===== src/hw/rtl/urd_pkg.sv =====
`timescale 1ns / 1ps
// Shared types, constants and lookup functions for the ultrasonic range display.
// No dependencies; imported by ultrasonic_range_display.
package urd_pkg;

   localparam int COUNT_WIDTH     = 16;
   localparam int CFG_WIDTH       = 16;
   localparam int CSR_INDEX_WIDTH = 2;
   localparam int DIST_WIDTH      = 14;
   localparam int SEG_WIDTH       = 8;
   localparam int DIGITS          = 4;
   localparam int POS_WIDTH       = 2;

   localparam logic [DIST_WIDTH-1:0]  MAX_CM    = DIST_WIDTH'(9999);
   localparam logic [COUNT_WIDTH-1:0] COUNT_MAX = {COUNT_WIDTH{1'b1}};

   // distance = floor(count * 5 / 29) as multiply by a rounded-up reciprocal
   localparam int DIST_SHIFT      = COUNT_WIDTH + 5;
   localparam int DIST_MULT_WIDTH = COUNT_WIDTH + 3;
   localparam int DIST_PROD_WIDTH = COUNT_WIDTH + DIST_MULT_WIDTH;
   localparam int DIST_Q_WIDTH    = DIST_PROD_WIDTH - DIST_SHIFT;
   localparam logic [DIST_MULT_WIDTH-1:0] DIST_MULT =
      DIST_MULT_WIDTH'(((64'd5 << DIST_SHIFT) + 64'd28) / 64'd29);

   // decimal digit from the fraction of value / 10^(pos+1)
   localparam int DIGIT_SHIFT  = 27;
   localparam int RECIP_WIDTH  = 24;
   localparam int DIG_PROD_WIDTH = DIST_WIDTH + RECIP_WIDTH;
   localparam logic [RECIP_WIDTH-1:0] RECIP_TENS =
      RECIP_WIDTH'(((64'd1 << DIGIT_SHIFT) + 64'd9) / 64'd10);
   localparam logic [RECIP_WIDTH-1:0] RECIP_HUNDREDS =
      RECIP_WIDTH'(((64'd1 << DIGIT_SHIFT) + 64'd99) / 64'd100);
   localparam logic [RECIP_WIDTH-1:0] RECIP_THOUSANDS =
      RECIP_WIDTH'(((64'd1 << DIGIT_SHIFT) + 64'd999) / 64'd1000);
   localparam logic [RECIP_WIDTH-1:0] RECIP_TEN_THOUSANDS =
      RECIP_WIDTH'(((64'd1 << DIGIT_SHIFT) + 64'd9999) / 64'd10000);

   typedef enum logic [1:0] {
      PH_TRIG  = 2'd0,
      PH_WAIT  = 2'd1,
      PH_COUNT = 2'd2,
      PH_GAP   = 2'd3
   } phase_type;

   typedef enum logic [CSR_INDEX_WIDTH-1:0] {
      CSR_TRIGGER_TICKS = 2'd0,
      CSR_GAP_TICKS     = 2'd1,
      CSR_DIGIT_TICKS   = 2'd2
   } csr_index_type;

   function automatic logic [RECIP_WIDTH-1:0] digit_recip(input logic [POS_WIDTH-1:0] pos);
      logic [RECIP_WIDTH-1:0] r;
      case (pos)
         2'd0:    r = RECIP_TENS;
         2'd1:    r = RECIP_HUNDREDS;
         2'd2:    r = RECIP_THOUSANDS;
         default: r = RECIP_TEN_THOUSANDS;
      endcase
      return r;
   endfunction

   function automatic logic [SEG_WIDTH-1:0] seg_code(input logic [3:0] digit);
      logic [SEG_WIDTH-1:0] s;
      case (digit)
         4'd0:    s = 8'h3F;
         4'd1:    s = 8'h06;
         4'd2:    s = 8'h5B;
         4'd3:    s = 8'h4F;
         4'd4:    s = 8'h66;
         4'd5:    s = 8'h6D;
         4'd6:    s = 8'h7D;
         4'd7:    s = 8'h07;
         4'd8:    s = 8'h7F;
         4'd9:    s = 8'h6F;
         default: s = 8'h00;
      endcase
      return s;
   endfunction

   // a tick count of zero behaves as one
   function automatic logic [CFG_WIDTH-1:0] at_least_one(input logic [CFG_WIDTH-1:0] v);
      return (v == '0) ? CFG_WIDTH'(1) : v;
   endfunction

endpackage


===== src/hw/rtl/ultrasonic_range_display.sv =====
`timescale 1ns / 1ps
// Ultrasonic ranging controller with four-digit seven-segment scan output.
// Depends on urd_pkg.
//
//  channel | direction | handshake             | payload
//  --------+-----------+-----------------------+-------------------------------------------
//  req     | in        | req_valid / req_ready | req_echo
//  rsp     | out       | rsp_valid / rsp_ready | rsp_trigger, rsp_digit_select,
//          |           |                       | rsp_segments, rsp_distance_cm, rsp_new_distance
//  csr     | in        | csr_wr_en             | csr_index, csr_wdata
//
// One tick transfer is taken every cycle while req_ready is high; its result passes through
// the four registers of the pipe in order (distance multiply, saturate, digit multiply,
// segment lookup) before it is offered.
// Controller state updates on the cycle a tick is taken; the pipe carries the result.
// Synchronous reset clears controller state and valid bits; tick counts reset to 100.
// A stalled result holds the whole pipe; req_ready follows the output stage.
module ultrasonic_range_display
   import urd_pkg::*;
(
   input  logic                       clock,
   input  logic                       reset,
   input  logic                       req_valid,
   output logic                       req_ready,
   input  logic                       req_echo,
   output logic                       rsp_valid,
   input  logic                       rsp_ready,
   output logic                       rsp_trigger,
   output logic [DIGITS-1:0]          rsp_digit_select,
   output logic [SEG_WIDTH-1:0]       rsp_segments,
   output logic [DIST_WIDTH-1:0]      rsp_distance_cm,
   output logic                       rsp_new_distance,
   input  logic                       csr_wr_en,
   input  logic [CSR_INDEX_WIDTH-1:0] csr_index,
   input  logic [CFG_WIDTH-1:0]       csr_wdata
);

   logic [CFG_WIDTH-1:0]   trigger_ticks_ff, gap_ticks_ff, digit_ticks_ff;
   phase_type              phase_ff, phase_in;
   logic [CFG_WIDTH-1:0]   phase_timer_ff, phase_timer_in;
   logic [COUNT_WIDTH-1:0] echo_count_ff, echo_count_in;
   logic [DIST_WIDTH-1:0]  shown_ff, shown_in;
   logic [POS_WIDTH-1:0]   scan_pos_ff, scan_pos_in;
   logic [CFG_WIDTH-1:0]   scan_timer_ff, scan_timer_in;

   logic advance, accept;
   logic trig, fresh;
   logic phase_done_trig, phase_done_gap, scan_done;

   logic                    s1_valid_ff, s1_trig_ff, s1_fresh_ff;
   logic [POS_WIDTH-1:0]    s1_pos_ff;
   logic [DIST_Q_WIDTH-1:0] s1_dist_q_ff;
   logic [DIST_PROD_WIDTH-1:0] dist_prod;

   logic                    s2_valid_ff, s2_trig_ff, s2_fresh_ff;
   logic [POS_WIDTH-1:0]    s2_pos_ff;
   logic [DIST_WIDTH-1:0]   s2_dist_ff, dist_sat;

   logic                    s3_valid_ff, s3_trig_ff, s3_fresh_ff;
   logic [POS_WIDTH-1:0]    s3_pos_ff;
   logic [DIST_WIDTH-1:0]   s3_dist_ff;
   logic [DIGIT_SHIFT-1:0]  s3_frac_ff;
   logic [DIG_PROD_WIDTH-1:0] dig_prod;
   logic [DIGIT_SHIFT+3:0]  frac_x10;
   logic [3:0]              digit;

   logic                    rsp_valid_ff, rsp_trigger_ff, rsp_new_distance_ff;
   logic [DIGITS-1:0]       rsp_digit_select_ff;
   logic [SEG_WIDTH-1:0]    rsp_segments_ff;
   logic [DIST_WIDTH-1:0]   rsp_distance_cm_ff;

   assign advance   = !rsp_valid_ff || rsp_ready;
   assign req_ready = advance;
   assign accept    = req_valid && advance;

   // configuration
   always_ff @(posedge clock) begin
      if (reset) begin
         trigger_ticks_ff <= CFG_WIDTH'(100);
         gap_ticks_ff     <= CFG_WIDTH'(100);
         digit_ticks_ff   <= CFG_WIDTH'(100);
      end else if (csr_wr_en) begin
         case (csr_index)
            CSR_TRIGGER_TICKS: trigger_ticks_ff <= csr_wdata;
            CSR_GAP_TICKS:     gap_ticks_ff     <= csr_wdata;
            CSR_DIGIT_TICKS:   digit_ticks_ff   <= csr_wdata;
            default: ;
         endcase
      end
   end

   assign phase_done_trig = ({1'b0, phase_timer_ff} + 17'd1) >=
                            {1'b0, at_least_one(trigger_ticks_ff)};
   assign phase_done_gap  = ({1'b0, phase_timer_ff} + 17'd1) >=
                            {1'b0, at_least_one(gap_ticks_ff)};
   assign scan_done       = ({1'b0, scan_timer_ff} + 17'd1) >=
                            {1'b0, at_least_one(digit_ticks_ff)};

   // phase sequencer: next state
   always_comb begin
      phase_in       = phase_ff;
      phase_timer_in = phase_timer_ff;
      echo_count_in  = echo_count_ff;
      case (phase_ff)
         PH_TRIG: begin
            if (phase_done_trig) begin
               phase_in       = PH_WAIT;
               phase_timer_in = '0;
            end else begin
               phase_timer_in = phase_timer_ff + CFG_WIDTH'(1);
            end
         end
         PH_WAIT: begin
            if (req_echo) begin
               echo_count_in = COUNT_WIDTH'(1);
               phase_in      = PH_COUNT;
            end
         end
         PH_COUNT: begin
            if (req_echo) begin
               if (echo_count_ff != COUNT_MAX) begin
                  echo_count_in = echo_count_ff + COUNT_WIDTH'(1);
               end
            end else begin
               phase_in       = PH_GAP;
               phase_timer_in = '0;
            end
         end
         PH_GAP: begin
            if (phase_done_gap) begin
               phase_in       = PH_TRIG;
               phase_timer_in = '0;
               echo_count_in  = '0;
            end else begin
               phase_timer_in = phase_timer_ff + CFG_WIDTH'(1);
            end
         end
         default: begin
            phase_in = PH_TRIG;
         end
      endcase
   end

   // phase sequencer: outputs
   always_comb begin
      trig  = 1'b0;
      fresh = 1'b0;
      case (phase_ff)
         PH_TRIG:  trig  = 1'b1;
         PH_COUNT: fresh = !req_echo;
         default: ;
      endcase
   end

   always_comb begin
      if (scan_done) begin
         scan_timer_in = '0;
         scan_pos_in   = scan_pos_ff + POS_WIDTH'(1);
      end else begin
         scan_timer_in = scan_timer_ff + CFG_WIDTH'(1);
         scan_pos_in   = scan_pos_ff;
      end
   end

   always_ff @(posedge clock) begin
      if (reset) begin
         phase_ff       <= PH_TRIG;
         phase_timer_ff <= '0;
         echo_count_ff  <= '0;
         scan_pos_ff    <= '0;
         scan_timer_ff  <= '0;
      end else if (accept) begin
         phase_ff       <= phase_in;
         phase_timer_ff <= phase_timer_in;
         echo_count_ff  <= echo_count_in;
         scan_pos_ff    <= scan_pos_in;
         scan_timer_ff  <= scan_timer_in;
      end
   end

   // stage 1: distance multiply
   assign dist_prod = DIST_PROD_WIDTH'(echo_count_ff) * DIST_PROD_WIDTH'(DIST_MULT);

   always_ff @(posedge clock) begin
      if (reset) begin
         s1_valid_ff <= 1'b0;
      end else if (advance) begin
         s1_valid_ff <= req_valid;
      end
   end

   always_ff @(posedge clock) begin
      if (advance) begin
         s1_trig_ff   <= trig;
         s1_fresh_ff  <= fresh;
         s1_pos_ff    <= scan_pos_ff;
         s1_dist_q_ff <= dist_prod[DIST_PROD_WIDTH-1:DIST_SHIFT];
      end
   end

   // stage 2: saturate and latch the shown value
   assign dist_sat = (32'(s1_dist_q_ff) > 32'(MAX_CM)) ? MAX_CM : DIST_WIDTH'(s1_dist_q_ff);
   assign shown_in = (s1_valid_ff && s1_fresh_ff) ? dist_sat : shown_ff;

   always_ff @(posedge clock) begin
      if (reset) begin
         shown_ff    <= '0;
         s2_valid_ff <= 1'b0;
      end else if (advance) begin
         shown_ff    <= shown_in;
         s2_valid_ff <= s1_valid_ff;
      end
   end

   always_ff @(posedge clock) begin
      if (advance) begin
         s2_trig_ff  <= s1_trig_ff;
         s2_fresh_ff <= s1_fresh_ff;
         s2_pos_ff   <= s1_pos_ff;
         s2_dist_ff  <= shown_in;
      end
   end

   // stage 3: digit multiply, keep the fraction
   assign dig_prod = DIG_PROD_WIDTH'(s2_dist_ff) * DIG_PROD_WIDTH'(digit_recip(s2_pos_ff));

   always_ff @(posedge clock) begin
      if (reset) begin
         s3_valid_ff <= 1'b0;
      end else if (advance) begin
         s3_valid_ff <= s2_valid_ff;
      end
   end

   always_ff @(posedge clock) begin
      if (advance) begin
         s3_trig_ff  <= s2_trig_ff;
         s3_fresh_ff <= s2_fresh_ff;
         s3_pos_ff   <= s2_pos_ff;
         s3_dist_ff  <= s2_dist_ff;
         s3_frac_ff  <= dig_prod[DIGIT_SHIFT-1:0];
      end
   end

   // stage 4: digit, segment lookup, result register
   assign frac_x10 = ({4'd0, s3_frac_ff} << 3) + ({4'd0, s3_frac_ff} << 1);
   assign digit    = frac_x10[DIGIT_SHIFT+3:DIGIT_SHIFT];

   always_ff @(posedge clock) begin
      if (reset) begin
         rsp_valid_ff <= 1'b0;
      end else if (advance) begin
         rsp_valid_ff <= s3_valid_ff;
      end
   end

   always_ff @(posedge clock) begin
      if (advance) begin
         rsp_trigger_ff      <= s3_trig_ff;
         rsp_new_distance_ff <= s3_fresh_ff;
         rsp_distance_cm_ff  <= s3_dist_ff;
         rsp_digit_select_ff <= DIGITS'(1) << s3_pos_ff;
         rsp_segments_ff     <= seg_code(digit);
      end
   end

   assign rsp_valid        = rsp_valid_ff;
   assign rsp_trigger      = rsp_trigger_ff;
   assign rsp_new_distance = rsp_new_distance_ff;
   assign rsp_distance_cm  = rsp_distance_cm_ff;
   assign rsp_digit_select = rsp_digit_select_ff;
   assign rsp_segments     = rsp_segments_ff;

   a_count_nonzero: assert property (@(posedge clock) disable iff (reset)
      phase_ff == PH_COUNT |-> echo_count_ff != '0)
      else $error("echo count is zero while counting");

   a_count_cleared: assert property (@(posedge clock) disable iff (reset)
      phase_ff == PH_TRIG |-> echo_count_ff == '0)
      else $error("echo count not cleared during trigger");

   a_select_onehot: assert property (@(posedge clock) disable iff (reset)
      rsp_valid |-> $onehot(rsp_digit_select))
      else $error("digit select not one-hot");

   a_distance_range: assert property (@(posedge clock) disable iff (reset)
      rsp_valid |-> rsp_distance_cm <= MAX_CM)
      else $error("distance above saturation limit");

   a_latch_not_trig: assert property (@(posedge clock) disable iff (reset)
      rsp_valid && rsp_new_distance |-> !rsp_trigger)
      else $error("distance latched during trigger");

endmodule

===== config.mk =====
export PLATFORM = sky130hd
export DESIGN_NAME = ultrasonic_range_display
export DESIGN_NICKNAME = d
export VERILOG_FILES = /design/src/hw/rtl/urd_pkg.sv /design/src/hw/rtl/ultrasonic_range_display.sv
export SDC_FILE = /design/constraint.sdc
export NUM_CORES = 1
export LEC_CHECK = 0
export BUFFER_PORTS_ARGS = -buffer_cell sky130_fd_sc_hd__buf_4
export CELL_PAD_IN_SITES_DETAIL_PLACEMENT = 1
export CELL_PAD_IN_SITES_GLOBAL_PLACEMENT = 1
export CORE_ASPECT_RATIO = 0.7
export CORE_MARGIN = 2
export CORE_UTILIZATION = 40
export CTS_CLUSTER_SIZE = 24
export DETAILED_ROUTE_END_ITERATION = 8
export PLACE_DENSITY_LB_ADDON = 0.1
export SKIP_LAST_GASP = 1
export SLEW_MARGIN = 20
export SYNTH_ARGS = -nofsm -noshare
export SYNTH_HDL_FRONTEND = slang
export SYNTH_SLANG_ARGS = --single-unit
export TNS_END_PERCENT = 5

===== constraint.sdc =====
create_clock -name clock -period 19 [get_ports clock]
set_input_delay 1.9 -clock clock [delete_from_list [all_inputs] [get_ports clock]]
set_output_delay 1.9 -clock clock [all_outputs]
set_load 0.02 [all_outputs]

==> metrics.md, run 1 <==
| Metric | Value |
|---|---|
| Worst flop-to-flop path endpoint | `s3_frac_ff[23]$_DFFE_PN_` |
| Hold path startpoint | `s3_dist_ff[1]$_DFFE_PN_` |
| Syn Std Cell Area | `22470 sq um` |
| Max Slew Vio Count | `0` |
| Maximum vdd drop | `0.05060 mV` |
| DRT Wirelength | `61990 um` |
| Die width | `287.3 um` |
| R2R setup slack | `10.64 ns` |
| Syn_area_per_cell | `9.725 sq um` |
| Starting Density | `40.55%` |
| Hold Path Sink | `rsp_distance_cm[1]$_DFFE_PN_` |
| Register bit total from synthesis | `226` |
| Synth async-reset ratio | `0%` |
| Root Buffer | `clkbuf_16` |
| Biggest cell delay along the critical path | `0.71 ns` |
| Seq/Total Area, Yosys | `24.95%` |
| CTS buffer count | `26` |
| Reg2reg start | `s2_pos_ff[0]$_DFFE_PN_` |
| Clk pin slew, worst setup/hold paths | `0.06 ns` |
| Fillcell total | `6320` |
| Worst path slowest cell | `edfxtp_1` |
| Most used DFF post-synth | `dfxtp_1` |
| H-tree levels | `1` |
| # IOs | `54` |
| Syn Inst Count | `2310` |
| First-pass GRT wire length | `100500 um` |
| Gr ovfl total | `0` |
| Status | `completed` |
| Critical Path Start Type | `register` |
| Fmax | `119.7 MHz` |
| Drt first pass iters | `5` |
| Placer Congestion | `0.8751` |
| Hold Crit Class | `register to register` |
| Unrepaired setup endpoints after global routing | `false` |
| Post-synthesis cell type count | `83` |
| PortBufs | `52` |
| Die Area | `58110 sq um` |
| Fin. Hold Viols | `0` |
| Leakage | `0.01255 uW` |
| Routed Antenna Nets | `0` |
| CTS Sinks | `226` |
| Fin Clk Skew | `0.01816 ns` |
| CTS tree | `built` |
| Routed vias | `16080` |
| Area growth, synth to finish | `8.995%` |
| Vias in the first global route | `17620` |
| PD cells | `52.32 nW/um^2` |
| Synth area leader | `fa_1` |
| Arrival @ worst endpoint | `8.64 ns` |
| Vias per inst | `5.188` |
| Max Cap Violations | `0` |
| Largest fanout on the critical path | `18` |
| Cts hold-fix bufs | `0` |
| Slew @ Worst Pin | `1.085 ns` |
| # DRC | `0` |
| Slew headroom | `27.50%` |
| Pin count of the biggest net entering global routing | `71` |
| Initial antenna violation count | `0` |
| Top post-synthesis cells by area | `fa_1 (21%), ha_1 (19%), edfxtp_1 (14%), dfxtp_1 (11%), inv_1 (7.3%)` |
| CP Capture Type | `register` |
| Crit-path most repeated cell | `inv_1` |
| Core area | `55400 sq um` |
| Syn Nets | `2908` |
| R2R depth | `25` |
| Post-CTS Setup Bufs | `0` |
| Post-synth EDFFs | `108` |
| Post-cts sizing count | `0` |
| Setup TNS | `0 ns` |
| # diodes | `0` |
| Layout cells sized above 1 | `5.680%` |
| WP data required | `19.29 ns` |
| DP Area | `23610 sq um` |
| Final worst-path cycle share | `43.97%` |
| Post-DP HPWL | `50670 um` |
| Max clock buf depth | `3` |
| GRT Util Overall | `22.05%` |
| DIE HEIGHT | `202.3 um` |
| DR WL/cell | `20.00 um` |
| Setup CP Type | `register to register` |
| YS warnings | `0` |
| Clk_lat worst skew | `0.56 ns` |
| Finished Cell Area | `24490 sq um` |
| Tmin final | `8.355 ns` |
| Synth top area share | `20.58%` |
| Drt initial violations | `925` |
| FP Rows | `72` |
| Final #Nets | `2937` |
| WHS Path Cells | `0` |
| Final number of setup-violating endpoints | `0` |
power breakdown:
part | leakage, uW | internal (uW) | switching [uW]
Combinational | 0.00990 | 81.7 | 129
Sequential | 0.00222 | 538 | 18.4
Clock | 0.000421 | 299 | 215
flip-flops by register name, summed over array words and instances (netlist names), 16 cells and up:
name,flops
digit_ticks_ff,16
gap_ticks_ff,16
trigger_ticks_ff,16
echo_count_ff,16
phase_timer_ff,16
scan_timer_ff,16
s3_frac_ff,27
metrics by stage:
step | utilization, % | cells | setup WS, ns | total power, uW | hold WS (ns)
2_1_floorplan | - | 2310 | 11.94 | 702.2 | 0.4003
3_3_place_gp | 42.61 | 3051 | 10.91 | 769.0 | 0.4060
3_5_place_dp | 42.61 | 3051 | 10.67 | 777.4 | 0.4051
4_1_cts | 44.18 | 3099 | 10.63 | 1300 | 0.4183
5_1_grt | 44.20 | 3099 | 10.14 | 1347 | 0.4313
6_report | 44.20 | 3099 | 10.64 | 1281 | 0.4205
kinds of logic (layout without fill, tap and decap cells):
kind of cell,after synthesis,after routing,synth area share [%]
simple gates,589,589,13.16
fa+ha+maj,574,574,39.69
mux,3,3,0.1392
flops,226,226,24.95
other cells,1,1,0.01669
buf+inv,492,541,8.271
compound gates,317,317,9.568
xor+xnor,108,108,4.210
worst max path at each step:
| stage | slack (ns) | cells after the start | start | endpoint |
|---|---|---|---|---|
| detailed placement | 10.67 | 25 | s2_pos_ff[0]$_DFFE_PN_ | s3_frac_ff[23]$_DFFE_PN_ |
| global route | 10.14 | 25 | s2_pos_ff[0]$_DFFE_PN_ | s3_frac_ff[23]$_DFFE_PN_ |
| global placement | 10.91 | 25 | s2_pos_ff[0]$_DFFE_PN_ | s3_frac_ff[23]$_DFFE_PN_ |
| finish | 10.64 | 25 | s2_pos_ff[0]$_DFFE_PN_ | s3_frac_ff[23]$_DFFE_PN_ |
| CTS | 10.63 | 25 | s2_pos_ff[0]$_DFFE_PN_ | s3_frac_ff[23]$_DFFE_PN_ |
| floorplan | 11.94 | 27 | s2_pos_ff[0]$_DFFE_PN_ | s3_frac_ff[23]$_DFFE_PN_ |
routing by layer:
metal  vias to the layer above  track usage [%]  wire, um
met1                      8131            33.38     31900
met3                        42            2.765      2295
met2                       193            34.34     27020
met4                         0            2.920       778
li1                       7711                -         -
met5                         -                0         0
final cells by class:
class	instances	area, sq um	area share, %
Sequential cell	226	5605	22.89
Timing Repair Buffer	58	435.4	1.778
Tap cell	740	925.9	3.781
Inverter	435	1635	6.679
Clock buffer	37	775.7	3.168
Multi-Input combinational cell	1592	15010	61.31
Clock inverter	11	95.09	0.3883
cell usage after synthesis (21+ instances only):
master,instances
inv_1,434
ha_1,343
fa_1,231
nand2_1,207
dfxtp_1,118
a21oi_1,108
edfxtp_1,108
nor2_1,80
xnor2_1,61
clkbuf_1,47
xor2_1,47
and2_1,46
nand3_1,39
nand2b_1,38
o21ai_0,38
nor2b_1,37
nor3_1,33
a21o_1,31
nand4_1,28
nor4_1,21
critical path, delay by kind of cell, from the launching register on:
kind                       cells  cell delay [ns]
adders and majority gates      8             3.74
AOI/OAI and AO/OA              5             0.91
buffers and inverters          6             0.63
and+or+nand+nor                6             2.10
DFF                            1             0.71
cell usage in the layout (no fill, tap or decap), types with 14 or more instances in the layout:
cell type and instances:
and2_1 46, edfxtp_1 108, ha_1 343, nand2b_1 38, nand2_1 207, buf_4 58, inv_1 434, fa_1 231
a21oi_1 108, and3_1 14, xnor2_1 61, a211oi_1 15, a21o_1 31, nor2_1 80, nor2b_1 37, nand3_1 39
xor2_1 47, nor3_1 33, dfxtp_1 118, o211ai_1 15, clkbuf_16 29, o21a_1 14, o21ai_0 38, nand4_1 28
nor4_1 21
Note: power is estimated with default switching activity, not from simulation.
==> inputs of run 2 (changes only) <==
clock period = 7.3 ns   (was 19 ns; I/O delays follow)
==> metrics.md, run 2 (same netlist as run 1, synthesis figures left out) <==
| Metric | Value |
|---|---|
| H-tree levels | `1` |
| Final #Nets | `2959` |
| Hold path startpoint | `s3_dist_ff[8]$_DFFE_PN_` |
| CTS buffer count | `26` |
| Finished Core Util | `44.59%` |
| Routed Antenna Nets | `0` |
| Vias in the first global route | `17730` |
| Clk pin slew, worst setup/hold paths | `0.07 ns` |
| Die width | `287.3 um` |
| Largest fanout on the critical path | `5` |
| Clk_lat worst skew | `0.55 ns` |
| Root Buffer | `clkbuf_16` |
| # diodes | `0` |
| Slew headroom | `43.91%` |
| Area growth, synth to finish | `9.975%` |
| # DRC | `0` |
| Tmin final | `7.015 ns` |
| CP Capture Type | `register` |
| WP data required | `7.59 ns` |
| Critical Path Start Type | `register` |
| Critical path origin | `s2_pos_ff[0]$_DFFE_PN_` |
| Status | `completed` |
| Commonest non-fill, non-tap cells in the layout | `inv_1 (433), ha_1 (343), fa_1 (231)` |
| Setup CP Type | `register to register` |
| Placed cells | `3068` |
| Die Area | `58110 sq um` |
| Drt first pass iters | `5` |
| Hold Crit Class | `register to register` |
| PortBufs | `52` |
| Fin Clk Skew | `0.01523 ns` |
| Starting Density | `40.55%` |
| Max Cap Violations | `0` |
| PD cells | `137.9 nW/um^2` |
| # IOs | `54` |
| Pin count of the biggest net entering global routing | `68` |
| Gr ovfl total | `0` |
| Routed vias | `16130` |
| Final worst-path cycle share | `96.09%` |
| Vias per inst | `5.169` |
| Fillcell total | `6241` |
| Post-DP HPWL | `51970 um` |
| GRT Util Overall | `22.25%` |
| Max clock buf depth | `3` |
| Slew @ Worst Pin | `0.8364 ns` |
| Largest register FFs | `27` |
| Largest reg by FF count | `s3_frac_ff` |
| Most common cell after layout, fill and taps aside | `inv_1` |
| Drt initial violations | `921` |
| Max Slew Vio Count | `0` |
| FP Rows | `72` |
| CTS tree | `built` |
| Maximum vdd drop | `0.1654 mV` |
| Initial antenna violation count | `1` |
| DIE HEIGHT | `202.3 um` |
| Leakage | `0.01269 uW` |
| Fin. Hold Viols | `0` |
| Core area | `55400 sq um` |
| Final number of setup-violating endpoints | `0` |
| Reg2reg start | `s2_pos_ff[0]$_DFFE_PN_` |
| DR WL/cell | `20.22 um` |
| Cts hold-fix bufs | `0` |
| First-pass GRT wire length | `101100 um` |
| Arrival @ worst endpoint | `7.30 ns` |
| CTS Sinks | `226` |
| Placer Congestion | `0.9077` |
| Finished Layout Cells | `3121` |
| DRT Wirelength | `63110 um` |
| Layout cells sized above 1 | `6.678%` |
| Fmax | `142.6 MHz` |
==> run 2: what timing repair did <==
item,4_1_cts,5_1_grt
setup endpoints to repair,0,4
setup buffers,0,5
resized for setup,0,4
hold endpoints to repair,0,0
==> run 2: final timing paths <==
| path | to | slack (ns) | depth (start not counted) |
|---|---|---|---|
| max | s3_frac_ff[23]$_DFFE_PN_ | 0.29 | 25 |
| min | rsp_distance_cm[8]$_DFFE_PN_ | 0.42 | 0 |
| max reg2reg | s3_frac_ff[23]$_DFFE_PN_ | 0.29 | 25 |
| min reg2reg | rsp_distance_cm[8]$_DFFE_PN_ | 0.42 | 0 |
==> run 2: metrics by stage <==
stage	hold slack, ns	TNS, ns	cell area (sq um)	setup WS, ns	total power (uW)
4_1_cts	0.4206	0	24650	0.03980	3443
3_5_place_dp	0.4056	0	23740	0.06685	2030
2_1_floorplan	0.4003	0	22470	0.2446	1828
3_3_place_gp	0.4018	0	23740	0.2350	2007
6_report	0.4191	0	24710	0.2852	3408
5_1_grt	0.4262	-0.1237	24710	-0.05565	3573
==> run 2: cell type report <==
class | count | area, sq um | share of cell area (%)
Clock buffer | 40 | 819.5 | 3.317
Timing Repair Buffer | 80 | 600.6 | 2.431
Multi-Input combinational cell | 1592 | 15030 | 60.83
Sequential cell | 226 | 5605 | 22.69
Clock inverter | 8 | 91.34 | 0.3697
Tap cell | 740 | 925.9 | 3.748
Inverter | 435 | 1635 | 6.619
==> run 2: critical path: stages, from the launching register on <==
cell	delay [ns]
edfxtp_1	0.47
buf_4	0.18
ha_1	0.21
nor2_1	0.15
nor2_2	0.11
nand2_1	0.12
inv_1	0.09
ha_1	0.28
inv_1	0.05
fa_1	0.53
inv_1	0.05
fa_1	0.52
fa_1	0.45
fa_1	0.54
inv_1	0.06
fa_1	0.52
inv_1	0.04
ha_1	0.35
a21o_1	0.24
or4_4	0.43
o221ai_2	0.18
a21oi_2	0.12
a41oi_2	0.23
a21oi_2	0.11
nor3b_1	0.15
or4_1	0.53
==> run 2: metal layers <==
| layer | part of all wire (%) | vias up | GRT usage, % |
|---|---|---|---|
| met4 | 1.4 | 2 | 3.144 |
| met2 | 43 | 222 | 34.73 |
| met5 | 0.021 | - | 0 |
| li1 | - | 7755 | - |
| met3 | 4.3 | 56 | 3.657 |
| met1 | 51 | 8097 | 32.99 |
==> run 2: power by group <==
part / switching, uW / internal (uW) / leakage [uW]
registers: 45.5 / 1400 / 0.00222
logic: 345 / 217 / 0.0100
clock network: 558 / 843 / 0.000448
total: 949 / 2460 / 0.0127
==> inputs of run 3 (changes only) <==
CORE_ASPECT_RATIO = 1.2   (was 0.7)
==> metrics.md, run 3 (same netlist as run 1, synthesis figures left out) <==
| Metric | Value |
|---|---|
| Max Cap Violations | `0` |
| # diodes | `0` |
| Fin Clk Skew | `0.04252 ns` |
| DR WL/cell | `19.97 um` |
| Placed cells | `3054` |
| Arrival @ worst endpoint | `7.37 ns` |
| DP Area | `23720 sq um` |
| Max Slew Vio Count | `0` |
| H-tree levels | `1` |
| Largest fanout on the critical path | `7` |
| Setup CP Type | `register to register` |
| Fmax | `142.1 MHz` |
| Commonest non-fill, non-tap cells in the layout | `inv_1 (433), ha_1 (342), fa_1 (231)` |
| CTS Sinks | `226` |
| Area of the multi-input gates | `15030 sq um` |
| Placer Congestion | `0.8889` |
| Drt initial violations | `596` |
| Worst path bufs/invs | `5` |
| Leakage | `0.01273 uW` |
| FF/Latch Area | `5605 sq um` |
| Crit path cell chain | `buf_4 > ha_1 > nor2_2 > nor2_2 > and2_1 > fa_1 > inv_1 > fa_1 > inv_1 > fa_1 > fa_1 > fa_1 > inv_1 > fa_1 > inv_1 > ha_1 > a21o_1 > or4_4 > o221ai_2 > a21oi_2 > a41oi_2 > a21oi_2 > nor3b_1 > or4_1` |
| CTS tree | `built` |
| Initial antenna violation count | `0` |
| Worst path top cell family by delay | `adder cells` |
| # DRC | `0` |
| Final #Nets | `2962` |
| FP Rows | `95` |
| Vias per inst | `5.207` |
| Most common cell after layout, fill and taps aside | `inv_1` |
| Status | `completed` |
| Met1 Usage GRT | `26.04%` |
| PortBufs | `52` |
| Layout cells sized above 1 | `6.999%` |
| Slew @ Worst Pin | `0.9917 ns` |
| DRT Wirelength | `62150 um` |
| Routed Antenna Nets | `0` |
| Final number of setup-violating endpoints | `0` |
| PD cells | `139.8 nW/um^2` |
| Post-DP HPWL | `51060 um` |
| Hold_ws | `0.3924 ns` |
| Finished Layout Cells | `3113` |
| Largest register FFs | `27` |
| Core area | `55750 sq um` |
| Root Buffer | `clkbuf_16` |
| # IOs | `54` |
| Drt first pass iters | `7` |
| Tmin final | `7.037 ns` |
| Finished Cell Area | `24760 sq um` |
| Global Route met3 Usage | `1.953%` |
| Clk pin slew, worst setup/hold paths | `0.06 ns` |
| Crit-path most repeated cell | `fa_1` |
| CP Capture Type | `register` |
| Fin. Hold Viols | `0` |
| Fillcell total | `6315` |
| Die Area | `58080 sq um` |
| GRT Util Overall | `22.29%` |
| Gr ovfl total | `0` |
| Maximum vdd drop | `0.1745 mV` |
| Worst path slowest cell | `fa_1` |
| Grt peak-use layer | `met2` |
| Clk_lat worst skew | `0.60 ns` |
| Setup TNS | `0 ns` |
| WP data required | `7.64 ns` |
| Largest reg by FF count | `s3_frac_ff` |
| Final worst-path cycle share | `96.40%` |
| Starting Density | `40.30%` |
| GR Layer Usage met2 | `42.33%` |
| Biggest cell delay along the critical path | `0.54 ns` |
| Hold Crit Class | `register to register` |
| Unrepaired setup endpoints after global routing | `false` |
| Routed vias | `16210` |
| First-pass GRT wire length | `100600 um` |
| Vias in the first global route | `18210` |
| Critical Path Start Type | `register` |
| Finished Core Util | `44.42%` |
| Pin count of the biggest net entering global routing | `73` |
| Max clock buf depth | `3` |
| Die width | `220.3 um` |
| Slew headroom | `33.88%` |
| DIE HEIGHT | `263.6 um` |
| Area growth, synth to finish | `10.23%` |
| CTS buffer count | `28` |
-- run 3: what timing repair did --
item | in CTS | in global routing
setup endpoints to repair | 0 | 4
hold buffers | 0 | 0
gates resized for setup | 0 | 5
buffers inserted | 0 | 7
-- run 3: path summary, 6_finish.rpt --
path	endpoint	slack (ns)	depth (start not counted)	from
max	s3_frac_ff[23]$_DFFE_PN_	0.26	24	s2_pos_ff[0]$_DFFE_PN_
min	rsp_new_distance$_DFFE_PN_	0.39	0	s3_fresh_ff$_DFFE_PN_
max reg2reg	s3_frac_ff[23]$_DFFE_PN_	0.26	24	s2_pos_ff[0]$_DFFE_PN_
min reg2reg	rsp_new_distance$_DFFE_PN_	0.39	0	s3_fresh_ff$_DFFE_PN_
-- run 3: area by class of cell --
cell class                      instances  share of cell area, %
Clock buffer                           39                  3.294
Clock inverter                         13                 0.6366
Inverter                              435                  6.604
Multi-Input combinational cell       1592                  60.70
Sequential cell                       226                  22.64
Tap cell                              727                  3.673
Timing Repair Buffer                   81                  2.456
-- run 3: power breakdown --
group / leakage [uW] / switching (uW) / internal (uW)
sequential: 0.00222 / 46.2 / 1400
combinational: 0.0100 / 327 / 214
clock: 0.000483 / 614 / 861
total: 0.0127 / 988 / 2470
-- run 3: metal layers --
layer,wire length [um],vias to the layer above
met5,0,-
met4,2015,0
met3,1225,85
met2,33640,159
met1,25270,8199
li1,-,7767
-- run 3: per-stage QoR --
stage	setup slack (ns)	power, uW
finish	0.2626	3462
detailed placement	0.1130	2019
CTS	0.07107	3520
global placement	0.3253	1999
floorplan	0.2446	1828
global route	0.009914	3643
